**config.mk**
```make
export PLATFORM = sky130hd
export DESIGN_NAME = timed_beep_interval_scheduler_core_flat
export DESIGN_NICKNAME = d
export VERILOG_FILES = /design/src/hdl/tbis_pkg.sv /design/src/hdl/tbis_if.sv /design/src/hdl/tbis_ctrl.sv /design/src/hdl/tbis_datapath.sv /design/src/hdl/timed_beep_interval_scheduler_core.sv /design/src/flat_wrapper.sv
export SDC_FILE = /design/constraint.sdc
export NUM_CORES = 1
export LEC_CHECK = 0
export ABC_AREA = 1
export BUFFER_PORTS_ARGS = -buffer_cell sky130_fd_sc_hd__buf_2
export CORE_MARGIN = 5
export CORE_UTILIZATION = 49
export DETAILED_ROUTE_END_ITERATION = 8
export GPL_TIMING_DRIVEN = 1
export PLACE_DENSITY = 0.66
export SLEW_MARGIN = 5
export SYNTH_ARGS = -nofsm -noshare
export SYNTH_HDL_FRONTEND = slang
export SYNTH_HIERARCHICAL = 1
export SYNTH_SLANG_ARGS = --single-unit
```
**constraint.sdc**
```tcl
create_clock -name clock -period 12.3 [get_ports clock]
set_clock_uncertainty 0.1 [all_clocks]
set_input_delay 1.23 -clock clock [delete_from_list [all_inputs] [get_ports clock]]
set_output_delay 1.23 -clock clock [all_outputs]
set_load 0.02 [all_outputs]
```
**src/hdl/tbis_pkg.sv**
```systemverilog
// Shared constants, types and the beep pattern table of the interval scheduler.
package tbis_pkg;

   localparam int MAX_ENTRIES = 8;
   localparam int IDX_W  = (MAX_ENTRIES > 1) ? $clog2(MAX_ENTRIES) : 1;
   localparam int CNT_W  = $clog2(MAX_ENTRIES + 1);
   localparam int CMD_W  = 3;
   localparam int TIME_W = 32;
   localparam int DUR_W  = 31;
   localparam int TONE_W = 16;
   localparam int FIRE_W = 7;
   localparam int ACC_W  = 2;
   localparam int STEP_W = 2;
   localparam int OFF_W  = 13;

   localparam logic [TONE_W-1:0] TONE_RESET = 16'd800;

   typedef enum logic [CMD_W-1:0] {
      CMD_TICK      = 3'd0,
      CMD_SCHEDULE  = 3'd1,
      CMD_BEEP      = 3'd2,
      CMD_SUCCESS   = 3'd3,
      CMD_ERROR     = 3'd4,
      CMD_WARNING   = 3'd5,
      CMD_COUNTDOWN = 3'd6,
      CMD_CLEAR     = 3'd7
   } cmd_type;

   typedef enum logic [2:0] {
      ST_IDLE,
      ST_DISPATCH,
      ST_SCAN,
      ST_MOVE,
      ST_INSERT,
      ST_FINISH
   } state_type;

   // Commands from the controller to the datapath.
   typedef struct packed {
      logic capture;
      logic scan_step;
      logic move;
      logic insert;
      logic load_rsp;
   } ctrl_type;

   // Status from the datapath to the controller.
   typedef struct packed {
      logic is_tick;
      logic is_clear;
      logic scan_done;
      logic expired;
      logic ins_last;
      logic rsp_full;
   } stat_type;

   typedef struct packed {
      logic [OFF_W-1:0] start_off;
      logic [OFF_W-1:0] end_off;
      logic             sig_cb;
      logic             last;
   } pat_type;

   // Offsets of one entry of a fixed pattern. Single-entry commands get a
   // zero start offset and are always the last entry.
   function automatic pat_type pattern_entry(cmd_type cmd, logic [STEP_W-1:0] step);
      pat_type p;
      p.start_off = '0;
      p.end_off   = '0;
      p.sig_cb    = 1'b0;
      p.last      = 1'b1;
      case (cmd)
         CMD_SUCCESS: begin
            if (step == 2'd0) begin
               p.end_off = 13'd300;
               p.last    = 1'b0;
            end else begin
               p.start_off = 13'd600;
               p.end_off   = 13'd900;
            end
         end
         CMD_ERROR: begin
            if (step == 2'd0) begin
               p.end_off = 13'd1000;
               p.last    = 1'b0;
            end else begin
               p.start_off = 13'd1100;
               p.end_off   = 13'd1200;
            end
         end
         CMD_WARNING: begin
            if (step == 2'd0) begin
               p.end_off = 13'd400;
               p.last    = 1'b0;
            end else begin
               p.start_off = 13'd800;
               p.end_off   = 13'd1200;
            end
         end
         CMD_COUNTDOWN: begin
            case (step)
               2'd0: begin
                  p.end_off = 13'd1000;
                  p.last    = 1'b0;
               end
               2'd1: begin
                  p.start_off = 13'd2000;
                  p.end_off   = 13'd3000;
                  p.last      = 1'b0;
               end
               default: begin
                  p.start_off = 13'd4000;
                  p.end_off   = 13'd6000;
                  p.sig_cb    = 1'b1;
               end
            endcase
         end
         default: begin
            p.last = 1'b1;
         end
      endcase
      return p;
   endfunction

endpackage

```
**src/hdl/tbis_if.sv**
```systemverilog
// Valid/ready channel interfaces for the scheduler's command and result items.
interface tbis_req_if;
   logic                            valid;
   logic                            ready;
   logic [tbis_pkg::CMD_W-1:0]      cmd;
   logic [tbis_pkg::TIME_W-1:0]     now;
   logic [tbis_pkg::TIME_W-1:0]     start_time;
   logic [tbis_pkg::TIME_W-1:0]     end_time;
   logic [tbis_pkg::DUR_W-1:0]      duration;
   logic                            has_callback;

   modport source(output valid, cmd, now, start_time, end_time, duration, has_callback,
                  input ready);
   modport sink(input valid, cmd, now, start_time, end_time, duration, has_callback,
                output ready);
endinterface

interface tbis_rsp_if;
   logic                            valid;
   logic                            ready;
   logic                            buzzer_on;
   logic                            changed;
   logic [tbis_pkg::TONE_W-1:0]     tone_out;
   logic [tbis_pkg::FIRE_W-1:0]     callbacks_fired;
   logic [tbis_pkg::ACC_W-1:0]      accepted;

   modport source(output valid, buzzer_on, changed, tone_out, callbacks_fired, accepted,
                  input ready);
   modport sink(input valid, buzzer_on, changed, tone_out, callbacks_fired, accepted,
                output ready);
endinterface

```
**src/hdl/tbis_ctrl.sv**
```systemverilog
// Sequencing state machine of the interval scheduler.
module tbis_ctrl (
   input  logic               clock,
   input  logic               reset,
   input  logic               req_valid,
   output logic               req_ready,
   input  logic               rsp_ready,
   input  tbis_pkg::stat_type stat,
   output tbis_pkg::ctrl_type ctrl
);

   tbis_pkg::state_type state_ff, state_in;

   always_ff @(posedge clock) begin
      if (reset) begin
         state_ff <= tbis_pkg::ST_IDLE;
      end else begin
         state_ff <= state_in;
      end
   end

   always_comb begin
      state_in = state_ff;
      case (state_ff)
         tbis_pkg::ST_IDLE: begin
            if (req_valid) state_in = tbis_pkg::ST_DISPATCH;
         end
         tbis_pkg::ST_DISPATCH: begin
            if (stat.is_tick) state_in = tbis_pkg::ST_SCAN;
            else if (stat.is_clear) state_in = tbis_pkg::ST_FINISH;
            else state_in = tbis_pkg::ST_INSERT;
         end
         tbis_pkg::ST_SCAN: begin
            if (stat.scan_done) state_in = tbis_pkg::ST_FINISH;
            else if (stat.expired) state_in = tbis_pkg::ST_MOVE;
         end
         tbis_pkg::ST_MOVE: begin
            state_in = tbis_pkg::ST_SCAN;
         end
         tbis_pkg::ST_INSERT: begin
            if (stat.ins_last) state_in = tbis_pkg::ST_FINISH;
         end
         tbis_pkg::ST_FINISH: begin
            if (!stat.rsp_full || rsp_ready) state_in = tbis_pkg::ST_IDLE;
         end
         default: begin
            state_in = tbis_pkg::ST_IDLE;
         end
      endcase
   end

   always_comb begin
      req_ready      = 1'b0;
      ctrl           = '0;
      case (state_ff)
         tbis_pkg::ST_IDLE: begin
            req_ready    = 1'b1;
            ctrl.capture = req_valid;
         end
         tbis_pkg::ST_SCAN: begin
            ctrl.scan_step = !stat.scan_done && !stat.expired;
         end
         tbis_pkg::ST_MOVE: begin
            ctrl.move = 1'b1;
         end
         tbis_pkg::ST_INSERT: begin
            ctrl.insert = 1'b1;
         end
         tbis_pkg::ST_FINISH: begin
            ctrl.load_rsp = !stat.rsp_full || rsp_ready;
         end
         default: begin
            req_ready = 1'b0;
         end
      endcase
   end

endmodule

```
**src/hdl/tbis_datapath.sv**
```systemverilog
// Entry table, counters, tone register and result register of the scheduler.
module tbis_datapath (
   input  logic                            clock,
   input  logic                            reset,
   input  tbis_pkg::ctrl_type              ctrl,
   output tbis_pkg::stat_type              stat,
   input  logic [tbis_pkg::CMD_W-1:0]      req_cmd,
   input  logic [tbis_pkg::TIME_W-1:0]     req_now,
   input  logic [tbis_pkg::TIME_W-1:0]     req_start_time,
   input  logic [tbis_pkg::TIME_W-1:0]     req_end_time,
   input  logic [tbis_pkg::DUR_W-1:0]      req_duration,
   input  logic                            req_has_callback,
   input  logic                            csr_wr_en,
   input  logic [tbis_pkg::TONE_W-1:0]     csr_wr_data,
   input  logic                            rsp_ready,
   output logic                            rsp_valid,
   output logic                            rsp_buzzer_on,
   output logic                            rsp_changed,
   output logic [tbis_pkg::TONE_W-1:0]     rsp_tone_out,
   output logic [tbis_pkg::FIRE_W-1:0]     rsp_callbacks_fired,
   output logic [tbis_pkg::ACC_W-1:0]      rsp_accepted
);

   localparam int MAX_ENTRIES = tbis_pkg::MAX_ENTRIES;
   localparam int IDX_W  = tbis_pkg::IDX_W;
   localparam int CNT_W  = tbis_pkg::CNT_W;
   localparam int TIME_W = tbis_pkg::TIME_W;
   localparam int TONE_W = tbis_pkg::TONE_W;
   localparam int FIRE_W = tbis_pkg::FIRE_W;
   localparam int ACC_W  = tbis_pkg::ACC_W;
   localparam int STEP_W = tbis_pkg::STEP_W;

   // Entry table, read at one address per cycle.
   logic [TIME_W-1:0] start_ff [MAX_ENTRIES];
   logic [TIME_W-1:0] end_ff   [MAX_ENTRIES];
   logic              sig_ff   [MAX_ENTRIES];
   logic              fired_ff [MAX_ENTRIES];

   // Captured item.
   tbis_pkg::cmd_type                 cmd_ff;
   logic [TIME_W-1:0]                 now_ff, st_ff, en_ff;
   logic [tbis_pkg::DUR_W-1:0]        dur_ff;
   logic                              cb_ff;

   logic [CNT_W-1:0]  count_ff, count_in;
   logic [CNT_W-1:0]  idx_ff, idx_in;
   logic [STEP_W-1:0] step_ff, step_in;
   logic              on_ff, on_in;
   logic [FIRE_W-1:0] fire_ff, fire_in;
   logic [ACC_W-1:0]  acc_ff, acc_in;
   logic              buzzer_ff, buzzer_in;
   logic [TONE_W-1:0] tone_ff, tone_in;
   logic              rsp_valid_ff, rsp_valid_in;

   logic [CNT_W-1:0]  last_cnt;
   logic [IDX_W-1:0]  rd_addr;
   logic [TIME_W-1:0] rd_start, rd_end;
   logic              rd_sig, rd_fired;
   logic              active, fire_now, table_full, do_insert, new_buzzer;
   tbis_pkg::pat_type pat;
   logic [TIME_W-1:0] ins_start, ins_end, ins_end_off;
   logic              ins_sig, is_sched;

   assign last_cnt = count_ff - CNT_W'(1);
   assign rd_addr  = ctrl.move ? last_cnt[IDX_W-1:0] : idx_ff[IDX_W-1:0];
   assign rd_start = start_ff[rd_addr];
   assign rd_end   = end_ff[rd_addr];
   assign rd_sig   = sig_ff[rd_addr];
   assign rd_fired = fired_ff[rd_addr];

   // An entry that survived the expiry check is active once its start is reached.
   assign active   = rd_start <= now_ff;
   assign fire_now = ctrl.scan_step && active && rd_sig && !rd_fired;

   assign table_full = count_ff >= CNT_W'(MAX_ENTRIES);
   assign do_insert  = ctrl.insert && !table_full;

   assign is_sched    = cmd_ff == tbis_pkg::CMD_SCHEDULE;
   assign pat         = tbis_pkg::pattern_entry(cmd_ff, step_ff);
   assign ins_end_off = (cmd_ff == tbis_pkg::CMD_BEEP) ? TIME_W'(dur_ff)
                                                       : TIME_W'(pat.end_off);
   assign ins_start   = is_sched ? st_ff : now_ff + TIME_W'(pat.start_off);
   assign ins_end     = is_sched ? en_ff : now_ff + ins_end_off;
   assign ins_sig     = is_sched ? cb_ff : (pat.sig_cb && cb_ff);

   assign stat.is_tick   = cmd_ff == tbis_pkg::CMD_TICK;
   assign stat.is_clear  = cmd_ff == tbis_pkg::CMD_CLEAR;
   assign stat.scan_done = idx_ff >= count_ff;
   assign stat.expired   = rd_end < now_ff;
   assign stat.ins_last  = pat.last;
   assign stat.rsp_full  = rsp_valid_ff;

   assign new_buzzer = stat.is_tick ? on_ff : (stat.is_clear ? 1'b0 : buzzer_ff);

   always_ff @(posedge clock) begin
      if (ctrl.move) begin
         start_ff[idx_ff[IDX_W-1:0]] <= rd_start;
         end_ff[idx_ff[IDX_W-1:0]]   <= rd_end;
         sig_ff[idx_ff[IDX_W-1:0]]   <= rd_sig;
         fired_ff[idx_ff[IDX_W-1:0]] <= rd_fired;
      end else if (do_insert) begin
         start_ff[count_ff[IDX_W-1:0]] <= ins_start;
         end_ff[count_ff[IDX_W-1:0]]   <= ins_end;
         sig_ff[count_ff[IDX_W-1:0]]   <= ins_sig;
         fired_ff[count_ff[IDX_W-1:0]] <= 1'b0;
      end else if (fire_now) begin
         fired_ff[idx_ff[IDX_W-1:0]] <= 1'b1;
      end
   end

   always_ff @(posedge clock) begin
      if (ctrl.capture) begin
         cmd_ff <= tbis_pkg::cmd_type'(req_cmd);
         now_ff <= req_now;
         st_ff  <= req_start_time;
         en_ff  <= req_end_time;
         dur_ff <= req_duration;
         cb_ff  <= req_has_callback;
      end
      if (ctrl.load_rsp) begin
         rsp_buzzer_on       <= new_buzzer;
         rsp_changed         <= stat.is_tick && (on_ff != buzzer_ff);
         rsp_tone_out        <= new_buzzer ? tone_ff : '0;
         rsp_callbacks_fired <= fire_ff;
         rsp_accepted        <= acc_ff;
      end
   end

   always_comb begin
      count_in     = count_ff;
      idx_in       = idx_ff;
      step_in      = step_ff;
      on_in        = on_ff;
      fire_in      = fire_ff;
      acc_in       = acc_ff;
      buzzer_in    = buzzer_ff;
      tone_in      = csr_wr_en ? csr_wr_data : tone_ff;
      rsp_valid_in = rsp_ready ? 1'b0 : rsp_valid_ff;
      if (ctrl.capture) begin
         idx_in  = '0;
         step_in = '0;
         on_in   = 1'b0;
         fire_in = '0;
         acc_in  = '0;
      end
      if (ctrl.scan_step) begin
         idx_in = idx_ff + CNT_W'(1);
         if (active) on_in = 1'b1;
         if (fire_now) fire_in = fire_ff + FIRE_W'(1);
      end
      // The last entry takes the expired slot, which is then checked again.
      if (ctrl.move) count_in = last_cnt;
      if (ctrl.insert) begin
         step_in = step_ff + STEP_W'(1);
         if (do_insert) begin
            count_in = count_ff + CNT_W'(1);
            acc_in   = acc_ff + ACC_W'(1);
         end
      end
      if (ctrl.load_rsp) begin
         buzzer_in    = new_buzzer;
         rsp_valid_in = 1'b1;
         if (stat.is_clear) count_in = '0;
      end
   end

   always_ff @(posedge clock) begin
      if (reset) begin
         count_ff     <= '0;
         idx_ff       <= '0;
         step_ff      <= '0;
         on_ff        <= 1'b0;
         fire_ff      <= '0;
         acc_ff       <= '0;
         buzzer_ff    <= 1'b0;
         tone_ff      <= tbis_pkg::TONE_RESET;
         rsp_valid_ff <= 1'b0;
      end else begin
         count_ff     <= count_in;
         idx_ff       <= idx_in;
         step_ff      <= step_in;
         on_ff        <= on_in;
         fire_ff      <= fire_in;
         acc_ff       <= acc_in;
         buzzer_ff    <= buzzer_in;
         tone_ff      <= tone_in;
         rsp_valid_ff <= rsp_valid_in;
      end
   end

   assign rsp_valid = rsp_valid_ff;

   assert property (@(posedge clock) disable iff (reset)
      count_ff <= CNT_W'(MAX_ENTRIES))
      else $error("entry count exceeds table size");

   assert property (@(posedge clock) disable iff (reset)
      ctrl.load_rsp |-> (!rsp_valid_ff || rsp_ready))
      else $error("result register overwritten before it was taken");

   assert property (@(posedge clock) disable iff (reset)
      (ctrl.load_rsp && stat.is_clear) |=> (count_ff == '0))
      else $error("clear left entries in the table");

   assert property (@(posedge clock) disable iff (reset)
      ctrl.move |-> (count_ff != '0) && (idx_ff < count_ff))
      else $error("entry move with no valid source");

   assert property (@(posedge clock) disable iff (reset)
      ctrl.scan_step |-> (fire_ff <= FIRE_W'(MAX_ENTRIES)))
      else $error("callback count exceeds table size");

endmodule

```
**src/hdl/timed_beep_interval_scheduler_core.sv**
```systemverilog
// Top level of the timed beep interval scheduler.
//
//  Port group   Direction  Handshake      Carries
//  req_chan     in         valid/ready    cmd, now, start_time, end_time, duration, has_callback
//  rsp_chan     out        valid/ready    buzzer_on, changed, tone_out, callbacks_fired, accepted
//  csr_*        in         write enable   tone_hz
//
// Items are processed one at a time by a walk over the entry table, which has one read port.
// A tick scans each surviving entry once and moves the last entry into each expired slot.
// Schedule and beep insert one entry, two-entry patterns two, countdown three; clear inserts none.
// A finished result waits in the output register; a new item is taken meanwhile.
// Reset is synchronous; it empties the table, turns the buzzer off and sets the tone to 800.
module timed_beep_interval_scheduler_core (
   input  logic                        clock,
   input  logic                        reset,
   tbis_req_if.sink                    req_chan,
   tbis_rsp_if.source                  rsp_chan,
   input  logic                        csr_wr_en,
   input  logic [tbis_pkg::TONE_W-1:0] csr_wr_data
);

   tbis_pkg::ctrl_type ctrl;
   tbis_pkg::stat_type stat;

   tbis_ctrl u_ctrl (
      .clock     (clock),
      .reset     (reset),
      .req_valid (req_chan.valid),
      .req_ready (req_chan.ready),
      .rsp_ready (rsp_chan.ready),
      .stat      (stat),
      .ctrl      (ctrl)
   );

   tbis_datapath u_datapath (
      .clock               (clock),
      .reset               (reset),
      .ctrl                (ctrl),
      .stat                (stat),
      .req_cmd             (req_chan.cmd),
      .req_now             (req_chan.now),
      .req_start_time      (req_chan.start_time),
      .req_end_time        (req_chan.end_time),
      .req_duration        (req_chan.duration),
      .req_has_callback    (req_chan.has_callback),
      .csr_wr_en           (csr_wr_en),
      .csr_wr_data         (csr_wr_data),
      .rsp_ready           (rsp_chan.ready),
      .rsp_valid           (rsp_chan.valid),
      .rsp_buzzer_on       (rsp_chan.buzzer_on),
      .rsp_changed         (rsp_chan.changed),
      .rsp_tone_out        (rsp_chan.tone_out),
      .rsp_callbacks_fired (rsp_chan.callbacks_fired),
      .rsp_accepted        (rsp_chan.accepted)
   );

endmodule

```
**src/flat_wrapper.sv**
```systemverilog
// flat-port wrapper written by rule: the top's interface ports become plain ports
module timed_beep_interval_scheduler_core_flat 
  (clock, reset, csr_wr_en, csr_wr_data, req_chan_valid, req_chan_cmd, req_chan_now, req_chan_start_time, req_chan_end_time, req_chan_duration, req_chan_has_callback, req_chan_ready, rsp_chan_valid, rsp_chan_buzzer_on, rsp_chan_changed, rsp_chan_tone_out, rsp_chan_callbacks_fired, rsp_chan_accepted, rsp_chan_ready);
  tbis_req_if req_chan_i ();
  tbis_rsp_if rsp_chan_i ();
  input  logic clock;
  input  logic reset;
  input  logic csr_wr_en;
  input  logic [tbis_pkg::TONE_W-1:0] csr_wr_data;
  input wire logic [$bits(req_chan_i.valid)-1:0] req_chan_valid;
  input wire logic [$bits(req_chan_i.cmd)-1:0] req_chan_cmd;
  input wire logic [$bits(req_chan_i.now)-1:0] req_chan_now;
  input wire logic [$bits(req_chan_i.start_time)-1:0] req_chan_start_time;
  input wire logic [$bits(req_chan_i.end_time)-1:0] req_chan_end_time;
  input wire logic [$bits(req_chan_i.duration)-1:0] req_chan_duration;
  input wire logic [$bits(req_chan_i.has_callback)-1:0] req_chan_has_callback;
  output wire logic [$bits(req_chan_i.ready)-1:0] req_chan_ready;
  output wire logic [$bits(rsp_chan_i.valid)-1:0] rsp_chan_valid;
  output wire logic [$bits(rsp_chan_i.buzzer_on)-1:0] rsp_chan_buzzer_on;
  output wire logic [$bits(rsp_chan_i.changed)-1:0] rsp_chan_changed;
  output wire logic [$bits(rsp_chan_i.tone_out)-1:0] rsp_chan_tone_out;
  output wire logic [$bits(rsp_chan_i.callbacks_fired)-1:0] rsp_chan_callbacks_fired;
  output wire logic [$bits(rsp_chan_i.accepted)-1:0] rsp_chan_accepted;
  input wire logic [$bits(rsp_chan_i.ready)-1:0] rsp_chan_ready;
  assign req_chan_i.valid = req_chan_valid;
  assign req_chan_i.cmd = req_chan_cmd;
  assign req_chan_i.now = req_chan_now;
  assign req_chan_i.start_time = req_chan_start_time;
  assign req_chan_i.end_time = req_chan_end_time;
  assign req_chan_i.duration = req_chan_duration;
  assign req_chan_i.has_callback = req_chan_has_callback;
  assign req_chan_ready = req_chan_i.ready;
  assign rsp_chan_valid = rsp_chan_i.valid;
  assign rsp_chan_buzzer_on = rsp_chan_i.buzzer_on;
  assign rsp_chan_changed = rsp_chan_i.changed;
  assign rsp_chan_tone_out = rsp_chan_i.tone_out;
  assign rsp_chan_callbacks_fired = rsp_chan_i.callbacks_fired;
  assign rsp_chan_accepted = rsp_chan_i.accepted;
  assign rsp_chan_i.ready = rsp_chan_ready;
  timed_beep_interval_scheduler_core u_core (.clock(clock), .reset(reset), .req_chan(req_chan_i), .rsp_chan(rsp_chan_i), .csr_wr_en(csr_wr_en), .csr_wr_data(csr_wr_data));
endmodule
```
==> results <==
- The flow ran to the end, and the final reports show no timing, DRC or antenna violations.
- The post-detailed-placement half-perimeter wirelength is 61.54 mm.
- The element type at the critical path start is a register.
- Counting distinct cell types in the post-synthesis netlist gives 60.
- The worst setup path is captured at a register.
- The fraction of power spent switching nets is 0.3312.
- By count the netlist is led by 686 x edfxtp_1, 494 x nand2_1, 319 x nor2_1.
- The residual DRC count is 0.
- In this run the power density over the cells is approximately 200 nW/um^2.
- The maximum net fanout on the critical path is between 60 and 70.
- The leading register cell type out of synthesis is edfxtp_1.
- The remaining global-route overflow is 0.
- The share of layout cells above drive strength 1 is 0.1317.
- The capturing instance or port of the critical path is u_core/u_datapath/fired_ff[7].
- After the first detailed-routing iteration, the DRC count stood at 2369.
- Among all cell types in the netlist, the one instantiated most often is edfxtp_1.
- Of the total power, registers draw 0.457.
- The final total negative setup slack is 0 ns.
- Setup violations remaining at the end of the flow were counted as 0.
- Timing analysis after detailed placement gives a worst setup slack of approximately 5.7 ns.
- The number of buffers created by CTS is between 70 and 80.
- Setup repair after global routing left no endpoint under its margin.
- The delay of the slowest cell on the worst path is slightly above 0.8 ns.
- The most area-hungry cell type in the Yosys netlist is edfxtp_1.
- In the post-synthesis netlist, the biggest area contributors are edfxtp_1 61%, nand2_1 5.5%, ha_1 4.2%.
- The share of the synthesized area in the top cell type is 0.6123.
- The gate count after technology mapping is between 3000 and 4000.
- The internal power is about 5 mW.
- During synthesis, Yosys emitted a total of 6 warnings.
- For this run, asynchronously set or reset flops after synthesis account for 0.
- Entering global routing, the biggest net connects between 100 and 150 pins.
- The total nets after synthesis is between 3000 and 4000.
- The floorplan has 96 rows.
- The number of buffers added for setup after CTS is 0.
- Across all setup checks in the final design, the least slack found is 5.499 ns.
- roughly 180 I/O pins were placed.
- The initial utilization of the core area, before any placement, comes to 0.4923.
- In this run the cell area of the synthesized design comes to around 34000 um^2.
- By instance count, the cell type seen most on the critical path is nand2_1.
- The number of global-route vias before repair is approximately 24000.
- The layout overhead on the synthesized area is 11.85%.
- The area enclosed by the die boundary is ~74000 um^2.
- The placement-stage cell area is approximately 35000 um^2.
- The number of synthesized flops with an enable pin is between 600 and 700.
- After routing the design area is roughly 38000 um^2.
- After detailed routing, the total wire length is between 90 and 100 mm.
- The number of max-slew violations in the final report is 0.
- The kind of path behind the tightest hold check is reg2reg.
- The worst setup path is of the reg2reg kind.
- The tree is rooted in a clkbuf_16.
- The critical path goes through inv_1, ha_1, nand2_1, o21ai_4, buf_4, clkinv_2, buf_4, a21oi_1, a221oi_1, or2_1, ha_1, nand2_1, nor2_1, nand2_1, nor4_1, nand4_1, nand2_2, nand3_4, nor2_1, o21a_1.
- The cell with the largest stage delay on the worst path is nor4_1.
- For this block, the via count after detailed routing is 24356.
- The worst pin sits at a relative slew slack of 0.2669.
- At the pin with the least slew margin, the transition time is between 1 and 1.5 ns.
- The clock network fraction of total power is 0.292.
- The all-layer global routing usage is 0.2507.
- The first-pass GRT wire length is between 100 and 150 mm.
- Measured on the finished design, the core utilization comes to 0.5506.
- In this run the deepest clock path goes through 3 buffers.
- The floorplan step defined a core boundary enclosing 68350 um^2.
- The start of the worst register-to-register path is u_core/u_datapath/count_ff[0].
- In the final routed layout, each cell accounts on average for 23.06 um.
- The global placement routability congestion is about 0.93.
- The proportion of power drawn by combinational gates is 0.251.
- The remaining antenna violation count after routing is 0.
- The worst hold slack is about 0.35 ns.
- After clock tree synthesis, the repair step resized 0 gates.
- In this run the worst setup path begins at u_core/u_datapath/count_ff[0].
- Power comes to approximately 7.5 mW.
- The count of maximum capacitance violations is 0.
- The logic depth of the worst register-to-register path is 20.
- The post-route clock period utilization is 0.5529.
- The worst-case IR drop observed on VDD is ~0.13 mV.
- Counting flops and latches in the post-synthesis netlist gives about 730.
- The post-CTS clock slew at the launch and capture registers of the worst setup and hold paths is 0.06 ns.
- The post-layout instance count excluding filler cells is ~4100.
- In the routed layout, each cell is associated on average with a via count of slightly below 6.
- The number of hold violations in the final report is 0.
- Hold repair after CTS inserted 0 buffers.
- The required time at the endpoint of the critical path is roughly 13 ns.
- The chip width is 272.0 um.
- The total iterations of the first detailed-routing run is 8.
- The clock reaches the later pin of the worst-skew pair after roughly 0.63 ns.
- The final net count is about 3500.
- CTS built an H-tree with a depth of 3.
- The mean area per synthesized cell is ~11 um^2.
- The total number of clock tree sinks is 727.
- For this design the total switching power over the nets is around 2.5 mW.
- The data arrival time of the critical path is 7.13 ns.
- The clock tree from TritonCTS is yes.
- The number of cells in the design after placement is roughly 4000.
- The top achievable clock speed is ~150 MHz.
- The sequential element share of the synthesized area is 0.6367.
- The post-layout minimum cycle time is 6.801 ns.
- The die height is ~270 um.
- The number of antenna violations at the first check in global routing is 1.
- The count of buffers added on input and output ports is 180.
- For this design the static power due to leakage is approximately 14 nW.
- The endpoint of the worst register-to-register path is u_core/u_datapath/fired_ff[7].
- For flop-to-flop paths, the worst setup slack is between 5 and 6 ns.
==> layout make-up <==
| class | instances | area, um^2 |
|---|---|---|
| antenna | 1 | 2.502 |
| clock buffer | 92 | 2036 |
| clock inverter | 47 | 334.1 |
| fill | 5698 | 30710 |
| inverter | 210 | 793.3 |
| multi-input combinational | 1964 | 10820 |
| sequential | 727 | 21420 |
| tap | 882 | 1104 |
| timing repair buffer | 210 | 1126 |
==> registers in the layout (all words and copies together) (netlist names), 7 cells and up <==
| signal | cells |
|---|---|
| u_core/u_datapath/tone_ff | 16 |
| u_core/u_datapath/rsp_callbacks_fired | 7 |
| u_core/u_datapath/fired_ff | 8 |
| u_core/u_datapath/now_ff | 32 |
| u_core/u_datapath/start_ff | 256 |
| u_core/u_datapath/rsp_tone_out | 16 |
| u_core/u_datapath/sig_ff | 8 |
| u_core/u_datapath/end_ff | 256 |
| u_core/u_datapath/st_ff | 32 |
| u_core/u_datapath/fire_ff | 7 |
| u_core/u_datapath/dur_ff | 31 |
| u_core/u_datapath/en_ff | 32 |
==> worst min path at each step <==
| stage | startpoint | to | slack [ns] | cells after the start |
|---|---|---|---|---|
| global placement | u_core/u_datapath/tone_ff[0] | u_core/u_datapath/tone_ff[0] | 0.34 | 2 |
| detailed placement | u_core/u_datapath/tone_ff[4] | u_core/u_datapath/tone_ff[4] | 0.35 | 2 |
| CTS | u_core/u_datapath/tone_ff[4] | u_core/u_datapath/tone_ff[4] | 0.36 | 2 |
| finish | u_core/u_datapath/tone_ff[14] | u_core/u_datapath/tone_ff[14] | 0.35 | 2 |
| global route | u_core/u_datapath/tone_ff[4] | u_core/u_datapath/tone_ff[4] | 0.38 | 2 |
| floorplan | u_core/u_datapath/tone_ff[0] | u_core/u_datapath/tone_ff[0] | 0.33 | 2 |
==> placed cells by master, fill, tap and decap left out, types with 15 or more instances in the layout <==
cell type  Yosys  routed
a21oi_1      250     249
a221oi_1      62      62
a31oi_1       28      28
buf_2         53     180
buf_4         24      30
clkbuf_16      0      79
clkinv_1       2      15
clkinv_2       0      18
dfxtp_1       41      41
edfxtp_1     686     686
ha_1         114     114
inv_1        200     200
nand2_1      494     493
nand3_1      101     101
nand4_1       18      18
nor2_1       319     310
nor3_1        24      23
o21ai_0      245     245
o21ai_1       40      40
o21bai_1      33      33
o22ai_1       41      41
or2_2         38      38
xnor2_1       18      18
==> power groups by stage <==
stage               logic [mW]  registers (mW)  clock network, mW
finish                    1.88            3.43               2.19
global route              2.07            3.44               2.34
CTS                       1.86            3.42               2.23
detailed placement        1.85            3.47                  0
global placement          1.80            3.47                  0
floorplan                 1.20            3.44                  0
==> metal layers <==
metal  up-vias  global-route usage  wire length [um]
met4         2             0.08833              3482
met2      1154              0.4112             45160
met3       185             0.05215              8417
li1      11225                   -                 -
met1     11790              0.3350             38260
met5         -                   0                11
==> logic make-up after synthesis <==
group | count (synthesis) | share of synthesized area
simple gates | 1050 | 0.1319
buf+inv | 347 | 0.04548
flops | 727 | 0.6367
mux | 3 | 0.0008926
xor+xnor | 32 | 0.008330
fa+ha+maj | 116 | 0.04359
compound gates | 763 | 0.1331
==> worst max-delay path, delay by kind of cell, from the launching register on <==
kind	cells	cell delay, ns
compound gates	4	0.72
fa+ha+maj	2	0.62
buf+inv	4	1.92
flops	1	0.51
simple gates	10	2.65
No activity file was read; power rests on OpenSTA's default activity.
